===== config.mk =====
export PLATFORM = sky130hd
export DESIGN_NAME = ttps_ctrl
export DESIGN_NICKNAME = d
export VERILOG_FILES = /design/src/hdl/ttps_pkg.sv /design/src/hdl/ttps_ctrl.sv
export SDC_FILE = /design/constraint.sdc
export NUM_CORES = 1
export LEC_CHECK = 0
export ABC_AREA = 1
export BUFFER_PORTS_ARGS = -buffer_cell sky130_fd_sc_hd__buf_4
export CELL_PAD_IN_SITES_DETAIL_PLACEMENT = 1
export CELL_PAD_IN_SITES_GLOBAL_PLACEMENT = 1
export CORE_AREA = 2 2 39 41
export DETAILED_ROUTE_END_ITERATION = 8
export DIE_AREA = 0 0 41 43
export GPL_TIMING_DRIVEN = 0
export PLACE_DENSITY = 0.8
export SLEW_MARGIN = 20
export SYNTH_ARGS = -nofsm -noshare
export SYNTH_HDL_FRONTEND = slang
export SYNTH_SLANG_ARGS = --single-unit

===== constraint.sdc =====
create_clock -name clk -period 2.1 [get_ports clk]
set_clock_uncertainty 0.15 [all_clocks]
set_input_delay 0.315 -clock clk [delete_from_list [all_inputs] [get_ports clk]]
set_output_delay 0.315 -clock clk [all_outputs]
set_load 0.005 [all_outputs]

===== src/hdl/ttps_pkg.sv =====
`default_nettype none
package ttps_pkg;

	// table geometry
	localparam int ENTRIES      = 4096;
	localparam int SCORE_BITS   = 16;
	localparam int IDX_W        = (ENTRIES > 1) ? $clog2(ENTRIES) : 1;
	localparam bit ENTRIES_POW2 = ((ENTRIES & (ENTRIES - 1)) == 0);

	// word fields
	localparam int HASH_W     = 64;
	localparam int DEPTH_W    = 7;
	localparam int IN_SCORE_W = 16;
	localparam int KIND_W     = 2;
	localparam int PLY_W      = 7;
	localparam int MT_W       = 15;
	localparam int REQ_W      = 2;
	localparam int IN_DATA_W  = 128;
	localparam int OUT_DATA_W = 16;

	localparam int PAY_W   = DEPTH_W + SCORE_BITS + KIND_W;
	localparam int ENTRY_W = HASH_W + PAY_W;
	localparam int HCNT_W  = $clog2(HASH_W);

	// working width for score arithmetic: room for ply and sign
	localparam int WIDE_W = ((SCORE_BITS > IN_SCORE_W) ? SCORE_BITS : IN_SCORE_W) + 2;
	localparam longint SMAX_L = (longint'(1) << (SCORE_BITS - 1)) - 1;
	localparam logic signed [WIDE_W-1:0] SCORE_MAX = WIDE_W'(SMAX_L);
	localparam logic signed [WIDE_W-1:0] SCORE_MIN = WIDE_W'(-SMAX_L - 1);

	// config port
	localparam int  PADDR_W      = 3;
	localparam int  PDATA_W      = 32;
	localparam logic REG_MATE_THR = 1'b0;
	localparam logic [MT_W-1:0] MATE_THR_RST = MT_W'(30000);

	typedef enum logic [REQ_W-1:0] {
		REQ_PROBE = 2'd0,
		REQ_STORE = 2'd1,
		REQ_CLEAR = 2'd2,
		REQ_NONE  = 2'd3
	} req_t;

	typedef enum logic [KIND_W-1:0] {
		BOUND_EXACT = 2'd0,
		BOUND_UPPER = 2'd1,
		BOUND_LOWER = 2'd2
	} bound_t;

	typedef enum logic [3:0] {
		ST_INIT,
		ST_IDLE,
		ST_MOD,
		ST_ISSUE,
		ST_EVAL,
		ST_WRITE,
		ST_CLR,
		ST_FIN
	} state_t;

	typedef struct packed {
		logic load;
		logic mod_step;
		logic rd_en;
		logic eval_en;
		logic st_adj;
		logic wr_store;
		logic wr_clear;
		logic out_load;
	} cmd_t;

	typedef struct packed {
		req_t req;
		logic mod_last;
		logic clr_last;
		logic out_free;
	} stat_t;

	function automatic logic signed [WIDE_W-1:0] sat_score(
		input logic signed [WIDE_W-1:0] v);
		logic signed [WIDE_W-1:0] r;
		if (v > SCORE_MAX)
			r = SCORE_MAX;
		else if (v < SCORE_MIN)
			r = SCORE_MIN;
		else
			r = v;
		return r;
	endfunction

endpackage
`default_nettype wire


===== src/hdl/ttps_ctrl.sv =====
`default_nettype none
module ttps_ctrl
	import ttps_pkg::*;
(
	input  logic  clk,
	input  logic  arst_n,
	input  logic  in_valid,
	output logic  in_ready,
	input  stat_t stat,
	output cmd_t  cmd
);

	state_t state_q, state_d;

	always_ff @(posedge clk or negedge arst_n) begin
		if (!arst_n)
			state_q <= ST_INIT;
		else
			state_q <= state_d;
	end

	always_comb begin
		state_d  = state_q;
		cmd      = '0;
		in_ready = 1'b0;
		unique case (state_q)
			ST_INIT: begin
				cmd.wr_clear = 1'b1;
				if (stat.clr_last)
					state_d = ST_IDLE;
			end
			ST_IDLE: begin
				in_ready = 1'b1;
				if (in_valid) begin
					cmd.load = 1'b1;
					state_d  = ENTRIES_POW2 ? ST_ISSUE : ST_MOD;
				end
			end
			ST_MOD: begin
				cmd.mod_step = 1'b1;
				if (stat.mod_last)
					state_d = ST_ISSUE;
			end
			ST_ISSUE: begin
				unique case (stat.req)
					REQ_PROBE: begin
						cmd.rd_en = 1'b1;
						state_d   = ST_EVAL;
					end
					REQ_STORE: begin
						cmd.st_adj = 1'b1;
						state_d    = ST_WRITE;
					end
					REQ_CLEAR: state_d = ST_CLR;
					REQ_NONE:  state_d = ST_FIN;
					default:   state_d = ST_FIN;
				endcase
			end
			ST_EVAL: begin
				cmd.eval_en = 1'b1;
				state_d     = ST_FIN;
			end
			ST_WRITE: begin
				cmd.wr_store = 1'b1;
				state_d      = ST_FIN;
			end
			ST_CLR: begin
				cmd.wr_clear = 1'b1;
				if (stat.clr_last)
					state_d = ST_FIN;
			end
			ST_FIN: begin
				if (stat.out_free) begin
					cmd.out_load = 1'b1;
					state_d      = ST_IDLE;
				end
			end
			default: state_d = ST_INIT;
		endcase
	end

endmodule
`default_nettype wire


==> impl_metrics.json <==
{
  "powerDensity_mw_per_mm2": 1297,
  "nFillCells": 195,
  "synthFlopType": "dfrtp_1",
  "status": "finished, final reports clean",
  "gp_congestion": 0.7629,
  "cts_post_setup_buffers_inserted": 0,
  "path_max_fanout": 9,
  "synth_edf_count": 0,
  "diodes": 0,
  "ir_drop_v": 0.0003496,
  "die_area_sq_mm": 0.001763,
  "slowest_delay_ps": 360,
  "synth_nets": 63,
  "async_flop_share": 1.000,
  "numPortBuffers": 16,
  "crit_chain": "buf_6 > inv_2 > nand3_1 > nor2_1 > buf_4",
  "track_usage": 0.1388,
  "start_kind": "flop",
  "grt_setup_unrepaired": "false",
  "vias": 386,
  "synth_most_common_cell": "nand2_1",
  "drv_slew": 0,
  "drive_gt1_frac": 0.4079,
  "r2r_cells": 8,
  "grt_util_met3": 0,
  "cts_buffers": 3,
  "hold_slack_ps": 282.1,
  "initialDrtViolationCount": 2,
  "fmax_ghz": 0.6034,
  "placed_cells": 87,
  "yosysWarnings": 0,
  "clock-root-buffer": "clkbuf_4",
  "yosys.cell_types.count": 16,
  "use_met2": 0.2094,
  "reg.largest.list": "state_q x3",
  "r2r_start": "state_q[1]$_DFFE_PN0P_",
  "synthMuxAreaShare": 0,
  "fin_area_sq_um": 524.3,
  "reg2reg_slack_ps": 780,
  "antenna_found_initial": 0,
  "finalSetupViolations": 0,
  "slowest_stage": "dfrtp_1",
  "period_share": 0.7892,
  "avgSynthCellArea_sq_um": 6.324,
  "grt.busiest_layer": "met2",
  "finalHoldViolations": 0,
  "num_rows": 14,
  "core_sq_mm": 0.001384,
  "tightestPinTransition_ps": 227.4,
  "grt_max_degree": 11,
  "dr.pass1.iters": 2,
  "synth_compound_gate_area_share": 0.01439,
  "path_clk_slew_ps": 40,
  "setup-tns-final_ps": 0,
  "netlist.area_leader.share": 0.2158,
  "synth_xor_area_frac": 0,
  "cts.sinks": 3,
  "remaining_drc_errors": 0,
  "drv_cap": 0,
  "initial_core_util": 0.2514,
  "cp.arrival_ps": 1190,
  "p_leak_nw": 0.2984,
  "synth_top_family_by_area": "simple AND/OR/NAND/NOR gates",
  "seq_area_frac_synth": 0.2158,
  "clock_path_buffers": 2,
  "period_needed_ps": 1657,
  "clkLatencyLatePin_ps": 230,
  "cp-end-kind": "output port",
  "dp_hpwl_microns": 788.7,
  "ys_ff_latch": 3,
  "wirelength_microns": 985,
  "required_ps": 1630,
  "wire_per_inst_microns": 10.71,
  "grt_pass1_wl_microns": 1704,
  "grt_util_met1": 0.1909,
  "yosys-top-cells-count": "nand2_1 (11), nand3_1 (9), inv_1 (7), nor2_1 (7)",
  "syn-cell-area_sq_um": 347.8,
  "syn_inst": 55,
  "hold_path.class": "in2async",
  "synthAdderAreaFrac": 0,
  "viasPerCell": 4.196,
  "largest_reg_flops": 3,
  "path_class": "reg2out",
  "place_area_sq_um": 488.0,
  "layoutNonFillerInstCount": 92,
  "overflow": 0,
  "relSlewSlack": 0.8470,
  "synth-simple-area-share": 0.5468,
  "grt_pass1_vias": 406,
  "post-route-util": 0.3788,
  "rr_endpoint": "state_q[0]$_DFFE_PN0P_",
  "largest_register": "state_q",
  "final_nets": 85,
  "syn_to_final_growth_pct": 50.72,
  "die_w_microns": 41,
  "synthTopCellsByArea": "dfrtp_1 (22%), nand3_1 (13%), nand2_1 (12%)",
  "die_y_microns": 43,
  "synth_area_leader_cell": "dfrtp_1",
  "ant_nets": 0,
  "cts_tree": "done",
  "cts-htree-levels": 1,
  "ios": 17
}
## logic make-up after synthesis
family | after synthesis
compound gates | 1
flops | 3
simple gates | 37
buf+inv | 14
## layout make-up
class | count | area, sq um | share of cell area
Multi-Input combinational cell | 38 | 195.2 | 0.3723
Timing Repair Buffer | 17 | 130.1 | 0.2482
Tap cell | 16 | 20.02 | 0.03819
Buffer | 3 | 33.78 | 0.06444
Inverter | 11 | 43.79 | 0.08353
Clock buffer | 4 | 26.28 | 0.05012
Sequential cell | 3 | 75.07 | 0.1432
## metal layers
metal,routed length (microns),up-vias
met5,0,-
met4,0,0
met3,51,0
met2,475,13
met1,458,160
li1,-,213
## repair_timing
| action | 4_1_cts | 5_1_grt |
|---|---|---|
| hold buffers | 1 | 0 |
| hold endpoints to repair | 3 | 0 |
| gates resized for setup | 0 | 0 |
## cells in the final DEF, fill, tap and decap left out, drive strengths merged
cell type	count
buf	19
nand2	13
inv	11
nand3	10
nor2	8
nor3	4
clkbuf	4
dfrtp	3
nor4	2
a21oi	1
dlygate4sd3	1
## critical path, delay by kind of cell (launching register included)
family        cells  cell delay [ps]
simple gates      2              220
buf+inv           3              380
flops             1              360
## how the worst max path moves through the flow
stage                                      start     end  depth (start not counted)
after CTS                 state_q[2]$_DFFE_PN0P_  cmd[5]                          5
after global routing      state_q[2]$_DFFE_PN0P_  cmd[5]                          5
final                     state_q[2]$_DFFE_PN0P_  cmd[5]                          5
after global placement    state_q[2]$_DFFE_PN0P_  cmd[5]                          5
after floorplan           state_q[1]$_DFFE_PN0P_  cmd[7]                          2
after detailed placement  state_q[2]$_DFFE_PN0P_  cmd[5]                          5
## per-stage QoR
stage	setup slack (ps)	power (mW)
4_1_cts	424.5	0.6881
3_3_place_gp	690.1	0.5673
6_report	442.6	0.6801
3_5_place_dp	678.7	0.5804
5_1_grt	335.5	0.7533
2_1_floorplan	825.5	0.4375
## where the power goes
group	internal, mW	switching (mW)
clock	0.0712	0.0289
sequential	0.0857	0.0105
combinational	0.208	0.276
(Power assumes the default switching activity.)
